### src/rtl/core/slru_pkg.sv
package slru_pkg;

    localparam int NUM_SETS = 64;
    localparam int MAX_WAYS = 4;
    localparam int TAG_BITS = 11;

    localparam int SET_W  = 6;
    localparam int CFG_W  = 3;
    localparam int RANK_W = 2;
    localparam int CNT_W  = 32;
    localparam int WAYS_W = $clog2(MAX_WAYS + 1);
    localparam int POS_W  = (MAX_WAYS > 1) ? $clog2(MAX_WAYS) : 1;
    localparam int IDX_W  = (NUM_SETS > 1) ? $clog2(NUM_SETS) : 1;

    localparam logic [CFG_W-1:0] WAYS_RESET = CFG_W'(4);

    typedef enum logic [1:0] {
        S_IDLE,
        S_LOOKUP,
        S_COMMIT
    } t_state;

    typedef struct packed {
        logic [WAYS_W-1:0]                 occ;
        logic [MAX_WAYS-1:0][TAG_BITS-1:0] tags;
    } t_row;

    typedef struct packed {
        logic accept;
        logic lookup;
        logic commit;
    } t_cmd;

    typedef struct packed {
        logic out_free;
    } t_sts;

endpackage

### src/rtl/core/slru_ctrl.sv
module slru_ctrl (
    input  logic          i_clk,
    input  logic          i_rst_n,
    input  logic          i_in_valid,
    input  slru_pkg::t_sts i_sts,
    output logic          o_in_stall,
    output slru_pkg::t_cmd o_cmd
);
    import slru_pkg::*;

    t_state r_state;
    t_state n_state;

    always_ff @(posedge i_clk) begin
        if (!i_rst_n) begin
            r_state <= S_IDLE;
        end else begin
            r_state <= n_state;
        end
    end

    always_comb begin
        n_state = r_state;
        case (r_state)
            S_IDLE: begin
                if (i_in_valid) begin
                    n_state = S_LOOKUP;
                end
            end
            S_LOOKUP: begin
                n_state = S_COMMIT;
            end
            S_COMMIT: begin
                if (i_sts.out_free) begin
                    n_state = S_IDLE;
                end
            end
            default: begin
                n_state = S_IDLE;
            end
        endcase
    end

    always_comb begin
        o_in_stall   = 1'b1;
        o_cmd.accept = 1'b0;
        o_cmd.lookup = 1'b0;
        o_cmd.commit = 1'b0;
        case (r_state)
            S_IDLE: begin
                o_in_stall   = 1'b0;
                o_cmd.accept = i_in_valid;
            end
            S_LOOKUP: begin
                o_cmd.lookup = 1'b1;
            end
            S_COMMIT: begin
                o_cmd.commit = i_sts.out_free;
            end
            default: begin
                o_in_stall = 1'b1;
            end
        endcase
    end

endmodule

### src/rtl/core/slru_dp.sv
module slru_dp (
    input  logic                          i_clk,
    input  logic                          i_rst_n,
    input  slru_pkg::t_cmd                i_cmd,
    output slru_pkg::t_sts                o_sts,
    input  logic                          i_cfg_we,
    input  logic [slru_pkg::CFG_W-1:0]    i_cfg_data,
    input  logic [slru_pkg::TAG_BITS-1:0] i_access_tag,
    input  logic [slru_pkg::SET_W-1:0]    i_set_index,
    input  logic                          i_final_access,
    output logic                          o_out_valid,
    input  logic                          i_out_stall,
    output logic                          o_hit,
    output logic [slru_pkg::RANK_W-1:0]   o_hit_rank,
    output logic [slru_pkg::CNT_W-1:0]    o_miss_count,
    output logic                          o_trace_done
);
    import slru_pkg::*;

    t_row                r_mem [NUM_SETS];
    t_row                r_rd;
    logic [NUM_SETS-1:0] r_valid;
    logic [CFG_W-1:0]    r_ways;
    logic [CNT_W-1:0]    r_miss;

    logic [TAG_BITS-1:0] r_tag;
    logic [IDX_W-1:0]    r_set;
    logic                r_fin;

    t_row                r_new_row;
    logic                r_hit;
    logic [POS_W-1:0]    r_pos;
    logic [CNT_W-1:0]    r_miss_next;

    logic                r_out_valid;
    logic                r_out_hit;
    logic [RANK_W-1:0]   r_out_rank;
    logic [CNT_W-1:0]    r_out_miss;
    logic                r_out_done;

    logic [WAYS_W-1:0]   ways_eff;
    logic [WAYS_W-1:0]   occ;
    logic [WAYS_W-1:0]   limit;
    logic                found;
    logic [POS_W-1:0]    pos;
    t_row                n_row;
    logic [IDX_W-1:0]    in_set;

    assign in_set = IDX_W'(32'(i_set_index) % NUM_SETS);

    always_comb begin
        if (r_ways == '0) begin
            ways_eff = WAYS_W'(1);
        end else if (32'(r_ways) > MAX_WAYS) begin
            ways_eff = WAYS_W'(MAX_WAYS);
        end else begin
            ways_eff = WAYS_W'(r_ways);
        end
    end

    always_comb begin
        occ = '0;
        if (r_valid[r_set]) begin
            occ = (r_rd.occ > ways_eff) ? ways_eff : r_rd.occ;
        end
        found = 1'b0;
        pos   = '0;
        for (int i = MAX_WAYS - 1; i >= 0; i--) begin
            if (WAYS_W'(i) < occ && r_rd.tags[i] == r_tag) begin
                found = 1'b1;
                pos   = POS_W'(i);
            end
        end
        if (found) begin
            limit = WAYS_W'(pos);
        end else if (occ >= ways_eff) begin
            limit = ways_eff - WAYS_W'(1);
        end else begin
            limit = occ;
        end
        n_row.tags[0] = r_tag;
        for (int i = 1; i < MAX_WAYS; i++) begin
            n_row.tags[i] = (WAYS_W'(i) <= limit) ? r_rd.tags[i-1] : r_rd.tags[i];
        end
        n_row.occ = found ? occ : limit + WAYS_W'(1);
    end

    always_ff @(posedge i_clk) begin
        if (i_cmd.accept) begin
            r_rd <= r_mem[in_set];
        end
        if (i_cmd.commit) begin
            r_mem[r_set] <= r_new_row;
        end
    end

    always_ff @(posedge i_clk) begin
        if (i_cmd.accept) begin
            r_tag <= i_access_tag;
            r_set <= in_set;
            r_fin <= i_final_access;
        end
        if (i_cmd.lookup) begin
            r_new_row <= n_row;
            r_hit     <= found;
            r_pos     <= pos;
            if (found || r_miss == '1) begin
                r_miss_next <= r_miss;
            end else begin
                r_miss_next <= r_miss + CNT_W'(1);
            end
        end
        if (i_cmd.commit) begin
            r_out_hit  <= r_hit;
            r_out_rank <= r_hit ? RANK_W'(r_pos) : '0;
            r_out_miss <= r_miss_next;
            r_out_done <= r_fin;
        end
    end

    always_ff @(posedge i_clk) begin
        if (!i_rst_n) begin
            r_valid     <= '0;
            r_ways      <= WAYS_RESET;
            r_miss      <= '0;
            r_out_valid <= 1'b0;
        end else begin
            if (i_cfg_we) begin
                r_ways <= i_cfg_data;
            end
            if (i_cmd.commit) begin
                if (r_fin) begin
                    r_valid <= '0;
                    r_miss  <= '0;
                end else begin
                    r_valid[r_set] <= 1'b1;
                    r_miss         <= r_miss_next;
                end
                r_out_valid <= 1'b1;
            end else if (!i_out_stall) begin
                r_out_valid <= 1'b0;
            end
        end
    end

    assign o_sts.out_free = !r_out_valid || !i_out_stall;

    assign o_out_valid  = r_out_valid;
    assign o_hit        = r_out_hit;
    assign o_hit_rank   = r_out_rank;
    assign o_miss_count = r_out_miss;
    assign o_trace_done = r_out_done;

    a_commit_shows: assert property (@(posedge i_clk) disable iff (!i_rst_n)
        i_cmd.commit |=> r_out_valid)
        else $error("committed item not presented");

    a_final_clears: assert property (@(posedge i_clk) disable iff (!i_rst_n)
        (i_cmd.commit && r_fin) |=> (r_miss == '0 && r_valid == '0))
        else $error("final item left state behind");

    a_occ_range: assert property (@(posedge i_clk) disable iff (!i_rst_n)
        i_cmd.lookup |=> (r_new_row.occ != '0 && 32'(r_new_row.occ) <= MAX_WAYS))
        else $error("set occupancy out of range");

endmodule

### src/rtl/core/set_associative_lru_miss_counter_top.sv
// Set-associative LRU lookup with a saturating miss counter. Each item is one
// access (tag, set, final mark) and yields one result: hit, recency rank of the
// hit and the running miss count. An item passes through a registered read
// of the set's row from the tag store, the compare and reorder, then the write
// back together with loading the output register; a new item is taken once the
// previous one has written back. A result waiting under i_out_stall holds the
// write-back stage. After a final item every set empties and the count returns
// to zero at once. Write ways_in_use through i_cfg_we/i_cfg_data only when idle.
module set_associative_lru_miss_counter_top (
    input  logic                          i_clk,
    input  logic                          i_rst_n,
    input  logic                          i_cfg_we,
    input  logic [slru_pkg::CFG_W-1:0]    i_cfg_data,
    input  logic                          i_in_valid,
    output logic                          o_in_stall,
    input  logic [slru_pkg::TAG_BITS-1:0] i_access_tag,
    input  logic [slru_pkg::SET_W-1:0]    i_set_index,
    input  logic                          i_final_access,
    output logic                          o_out_valid,
    input  logic                          i_out_stall,
    output logic                          o_hit,
    output logic [slru_pkg::RANK_W-1:0]   o_hit_rank,
    output logic [slru_pkg::CNT_W-1:0]    o_miss_count,
    output logic                          o_trace_done
);
    import slru_pkg::*;

    t_cmd cmd;
    t_sts sts;

    slru_ctrl u_ctrl (
        .i_clk      (i_clk),
        .i_rst_n    (i_rst_n),
        .i_in_valid (i_in_valid),
        .i_sts      (sts),
        .o_in_stall (o_in_stall),
        .o_cmd      (cmd)
    );

    slru_dp u_dp (
        .i_clk          (i_clk),
        .i_rst_n        (i_rst_n),
        .i_cmd          (cmd),
        .o_sts          (sts),
        .i_cfg_we       (i_cfg_we),
        .i_cfg_data     (i_cfg_data),
        .i_access_tag   (i_access_tag),
        .i_set_index    (i_set_index),
        .i_final_access (i_final_access),
        .o_out_valid    (o_out_valid),
        .i_out_stall    (i_out_stall),
        .o_hit          (o_hit),
        .o_hit_rank     (o_hit_rank),
        .o_miss_count   (o_miss_count),
        .o_trace_done   (o_trace_done)
    );

endmodule

### config.mk
export PLATFORM = sky130hd
export DESIGN_NAME = set_associative_lru_miss_counter_top
export DESIGN_NICKNAME = d
export VERILOG_FILES = /design/src/rtl/core/slru_pkg.sv /design/src/rtl/core/slru_ctrl.sv /design/src/rtl/core/slru_dp.sv /design/src/rtl/core/set_associative_lru_miss_counter_top.sv
export SDC_FILE = /design/constraint.sdc
export NUM_CORES = 2
export LEC_CHECK = 0
export ABC_CLOCK_PERIOD_IN_PS = 4400
export BUFFER_PORTS_ARGS = -buffer_cell sky130_fd_sc_hd__buf_2
export CAP_MARGIN = 0
export CORE_UTILIZATION = 53
export CTS_BUF_LIST = sky130_fd_sc_hd__clkbuf_4
export DETAILED_ROUTE_END_ITERATION = 10
export PLACE_DENSITY = 0.81
export SKIP_CTS_REPAIR_TIMING = 1
export SYNTH_ARGS = -nofsm -noshare
export SYNTH_HDL_FRONTEND = slang
export SYNTH_SLANG_ARGS = --single-unit
### constraint.sdc
create_clock -name i_clk -period 4.4 [get_ports i_clk]
set_input_delay 0.66 -clock i_clk [delete_from_list [all_inputs] [get_ports i_clk]]
set_output_delay 0.66 -clock i_clk [all_outputs]
set_load 0.03 [all_outputs]
Yosys cells after proc, flatten, opt, wreduce, memory -nomap -nowiden
Memories as Yosys holds them, arrays and structs flattened. A register that Yosys moved wholly into a read port is not among the register bits.
Index checks and enable logic that the tools add are counted.
{"block": "classes", "add_sub_neg": 3, "order_cmp": 12, "eq_ne": 10, "muxes": 36, "bitwise_logic": 1, "n_reduce_logical": 12}
{"op": "32-bit two-way mux", "n": 2}
{"op": "64-bit two-way mux", "n": 1}
{"op": "64-bit bitwise OR", "n": 1}
{"op": "11-bit == test", "n": 4}
{"op": "11-bit two-way mux", "n": 3}
{"op": "32-bit by 1-bit adder with 32-bit output (second input constant)", "n": 1}
{"op": "32-bit == test (second input constant)", "n": 1}
{"op": "3-bit two-way mux", "n": 7}
{"op": "1-bit two-way mux", "n": 14}
{"op": "2-bit two-way mux", "n": 6}
{"op": "6-bit by 7-bit less-than comparator with 1-bit output (second input constant)", "n": 1}
{"op": "1-bit binary-select mux with 6-bit select", "n": 1}
{"op": "1-bit demux with 6-bit select", "n": 1}
{"op": "6-bit by 1-bit greater-or-equal comparator with 1-bit output (second input constant)", "n": 1}
{"op": "2-bit by 3-bit less-or-equal comparator with 1-bit output (first input constant)", "n": 2}
{"op": "1-bit by 3-bit less-than comparator with 1-bit output (first input constant)", "n": 2}
{"op": "2-bit by 3-bit less-than comparator with 1-bit output (first input constant)", "n": 2}
{"op": "2-bit one-hot mux with 3 select lines", "n": 1}
{"op": "1-bit logical AND", "n": 5}
{"op": "2-bit by 1-bit != test with 1-bit output (second input constant)", "n": 2}
{"op": "3-bit by 1-bit adder with 3-bit output (second input constant)", "n": 1}
{"op": "3-bit greater-or-equal comparator", "n": 1}
{"op": "3-bit greater-than comparator", "n": 1}
{"op": "3-bit greater-than comparator (second input constant)", "n": 1}
{"op": "other kinds (10)", "n": 12}
{"block": "word_totals", "ff_bits": 238, "ram_bits": 3008, "out_inout_bits": 38, "mem_count": 1}
{"memory": "u_dp.r_mem", "depth": 64, "width": 47, "read_ports": 1, "rd_ports_with_merged_regs": 1, "wr": 1, "line_no": "slru_dp.sv:20", "rtl": "t_row r_mem [NUM_SETS];"}

Logic depth before layout (Yosys ltp)
{"block": "logic_depth", "word_depth": 15, "depth_mapped": 20, "ltp_nobuf": 18}

Cells and area by module
Synthesis repeated with hierarchy kept, for this count alone.
{"block": "unflattened", "cells_unflattened": 5198, "area_unflattened_um2": 125579.2}
{"mod": "slru_dp", "n_inst": 1, "cells_per_inst": 5188, "area_each_um2": 125476.6, "seq_area_each_um2": 97823.8}
{"mod": "slru_ctrl", "n_inst": 1, "cells_per_inst": 10, "area_each_um2": 102.6, "seq_area_each_um2": 40.0}

Worst setup path after synthesis
OpenSTA, ideal clock, no wires.
{"block": "synth_path", "path_type": "register to register", "start": "register u_dp.r_set[2]", "end": "register u_dp.r_new_row[33] (netlist name), data pin", "setup_ps": 260, "t_arrival_ps": 4449, "setup_slack_ps": -309, "path_stages_with_launch": 21, "n_path_buf": 4, "period_less_slack_ps": 4709, "cell_sequence": "edfxtp_1 buf_2 and2_1 buf_2 a22o_1 a221oi_1 o22ai_1 or4_4 buf_2 or2_2 ha_1 nand2b_1 a21o_1 a21oi_1 nor2b_1 nor2_1 a221oi_1 a211oi_1 o22ai_1 buf_4 mux2_2"}
{"item": "start: declaration", "line_no": "slru_dp.sv:27", "rtl": "logic [IDX_W-1:0] r_set;"}
{"item": "start signal: assignment", "line_no": "slru_dp.sv:100", "rtl": "r_set <= in_set;"}
{"item": "end signal: assignment", "line_no": "slru_dp.sv:104", "rtl": "r_new_row <= n_row;"}
{"item": "end: declaration", "line_no": "slru_dp.sv:30", "rtl": "t_row r_new_row;"}

==> results.py <==
metrics = {
    "detailed_routing": {
        "drt_iter0_markers": 11200,
        "drt-pass1-iter-count": 6,
        "routed_wl_um": 348000,
        "postRouteAntennaNets": 0,
        "drcViolationCount": 0,
        "vias": 65700,
        "vias_per_cell": 6.68,
        "wl_per_cell_um": 35.4,
    },
    "grt": {
        "grt_pass1_vias": 66400,
        "grt_usage_pct": 29.3,
        "grt_max_degree": 82,
        "antenna_found_initial": 25,
        "grt_pass1_wl_um": 481000,
        "grt_overflow": 0,
    },
    "power": {
        "p_int_w": 0.0484,
        "seqPwrFrac_pct": 55.8,
        "p_per_area_nw_per_um2": 441,
        "clkPwrFrac_pct": 38.3,
        "p_leak_nw": 45.4,
        "swShare_pct": 22.8,
        "max-vdd-ir-drop_mv": 0.241,
        "combPwrFrac_pct": 5.9,
        "total_power_w": 0.0627,
        "netSwitchingPower_w": 0.0143,
    },
    "timing": {
        "min_period_ns": 4.50,
        "post-route-period-util_pct": 102,
        "hold_viol": 0,
        "worstMarginPinSlew_ns": 1.19,
        "fmax_mhz": 222,
        "slew_violations": 0,
        "slew_headroom_pct": 20.6,
        "setup_viol": 17,
        "fin_ws_ns": -0.102,
        "clock_skew_ns": 0.160,
        "rsz0062_at_grt": "yes",
    },
    "synthesis": {
        "synth_compound_area_share_pct": 0.416,
        "synth_xor_area_share_pct": 0.539,
        "synthesis.nets": 5241,
        "synth-seq-area-share_pct": 78.3,
        "synth_fa_ha_area_share_pct": 0.0900,
        "ys_ff_latch": 3293,
        "yosysUniqueCellTypes": 50,
        "muxShareOfSynthArea_pct": 18.5,
        "async_flop_share_pct": 0,
        "syn-mean-instance-area_um2": 24.0,
        "synth_area_um2": 125000,
        "synth-edff-count": 3191,
        "synth_top_area_share_pct": 76.6,
        "synth_top_area_cell": "edfxtp_1",
        "syn_inst": 5206,
        "synth_flop_cell": "edfxtp_1",
        "synth_top_family_by_area": "multiplexers",
        "yosysWarnings": 0,
        "synthSimpleGateAreaFrac_pct": 1.38,
        "synthTopCellsByArea": "edfxtp_1 (77%), mux4_2 (18%), dfxtp_1 (1.6%)",
    },
    "layout": {
        "finalNetCount": 6179,
        "final_cell_mix": "edfxtp_1 (3191), clkbuf_4 (1088), mux4_2 (979)",
        "design_area_um2": 142000,
        "register_area_um2": 97900,
        "area_growth_pct": 13.7,
        "fillers": 15000,
        "multi_input_area_um2": 26700,
        "final_common_cell": "edfxtp_1",
        "drive_gt1_share_pct": 39.9,
    },
    "cts": {
        "cts_buffers": 769,
        "clockBufferDepth": 4,
        "tritoncts": "built",
        "htree_levels": 6,
        "root_buffer": "clkbuf_4",
        "clock_latency_ns": 1.52,
        "cts.sinks": 3293,
        "clk_pin_slew_ns": 0.07,
    },
    "worst_setup_path": {
        "r2r-end": "u_dp.r_new_row[18]",
        "critical_path_class": "reg2reg",
        "r2r_start": "u_dp.r_set[0]",
        "worstPathRequired_ns": 5.60,
        "rr_worst_depth": 17,
        "endpoint": "u_dp.r_new_row[18]",
        "critPathCaptureType": "flop",
        "path_max_fanout": 15,
        "rrSetupSlack_ns": -0.10,
        "worstSetupStartpoint": "u_dp.r_set[0]",
        "cp.arrival_ns": 5.70,
        "start_kind": "flop",
    },
    "floorplanning": {
        "io_pins": 64,
        "dieArea_um2": 238000,
        "fp.dieW_um": 488,
        "die_y_um": 488,
        "core_um2": 234000,
        "num_rows": 177,
        "floorplan.initialDensity_pct": 53.5,
    },
    "run_status": {
        "outcome": "finished with violations",
        "violations": "setup timing",
    },
    "place": {
        "dp_hpwl_um": 184000,
        "place_area_um2": 132000,
        "place_congestion": 0.919,
        "numPortBuffers": 63,
    },
    "worst_hold_path": {
        "hold_class": "in2reg",
    },
    "flow_run": {
        "cap_violations": 0,
    },
}
-- routing by layer --
metal / wire (µm) / GRT usage [%] / vias up
met3: 52000 / 9.08 / 1092
met5: 121 / 0 / -
met2: 165000 / 45.7 / 6485
met4: 17300 / 14.5 / 18
met1: 113000 / 37.4 / 33500
li1: - / - / 24600
-- state kept, by name, indices dropped and copies added (netlist names), 2 cells and up --
signal	count
u_dp.r_rd	47
u_dp.r_miss	32
u_dp.r_valid	64
u_dp.r_tag	11
u_dp.o_hit_rank	2
u_ctrl.r_state	2
u_dp.r_miss_next	32
u_dp.r_ways	3
u_dp.o_miss_count	32
u_dp.r_set	6
u_dp.r_new_row	47
u_dp.r_pos	2
u_dp.r_mem	3008
-- cell families after synthesis --
group                    Yosys count
multiplexers                    1072
buffers and inverters            271
XOR/XNOR                          77
AND/OR/NAND/NOR                  401
AO/OA/AOI/OAI                     83
flip-flops                      3293
adder cells (fa/ha/maj)            9
-- through the flow --
step	TNS, ns	utilization [%]	std cells	hold WS, ns	setup WS [ns]
after floorplan	-0.0533	-	5206	0.426	-0.00592
after global placement	-0.841	56.6	8467	0.433	-0.0456
after detailed placement	-0.170	56.6	8467	0.438	-0.0258
after CTS	-0.128	60.6	9778	-0.761	-0.0249
after global routing	-3.28	60.8	9829	-0.0101	-0.185
final	-0.962	60.9	9836	0.0694	-0.102
-- worst max-delay path, cell delays in order (launching register included) --
cell,delay (ns)
edfxtp_1,0.45
buf_8,0.21
mux2i_1,0.14
a22o_1,0.23
a221oi_1,0.24
o22ai_1,0.14
or4_4,0.53
or2_4,0.27
ha_4,0.21
nand2b_4,0.13
a21o_1,0.18
a21oi_2,0.19
buf_6,0.15
o22ai_4,0.07
o32a_1,0.37
or2_4,0.30
buf_12,0.16
mux2_4,0.29
-- final cells by class --
cell class,count,area share [%]
Sequential cell,3293,68.8
Multi-Input combinational cell,1642,18.8
Clock buffer,1088,5.74
Timing Repair Buffer,429,2.97
Tap cell,3132,2.76
Clock inverter,223,0.850
Antenna cell,20,0.0352
Inverter,9,0.0238
-- cell usage after synthesis, drive strengths merged, types with 10 or more instances --
library cell	count
a21oi	41
and3	12
buf	88
clkbuf	174
dfxtp	102
edfxtp	3191
mux2	52
mux2i	41
mux4	979
nand2	100
nand3	27
nor2	207
nor4	10
o21ai	13
xnor2	29
xor2	48
-- worst min path at each step --
stage	endpoint	cells past startpoint	from	slack [ns]
floorplan	u_dp.o_miss_count[0]	0	u_dp.r_miss_next[0]	0.43
global placement	u_dp.o_miss_count[9]	0	u_dp.r_miss_next[9]	0.43
detailed placement	u_dp.o_miss_count[19]	0	u_dp.r_miss_next[19]	0.44
CTS	u_dp.r_tag[2]	1	i_access_tag[2]	-0.76
global route	u_dp.r_tag[5]	2	i_access_tag[5]	-0.01
finish	u_dp.r_set[2]	2	i_set_index[2]	0.07
-- power by group through the flow --
stage	clock (W)	combinational (W)	sequential [W]
detailed placement	0	0.00348	0.0356
CTS	0.0242	0.00351	0.0350
global placement	0	0.00336	0.0356
global route	0.0257	0.00380	0.0349
finish	0.0240	0.00368	0.0350
floorplan	0	0.00193	0.0359
No activity file was read; power rests on OpenSTA's default activity.
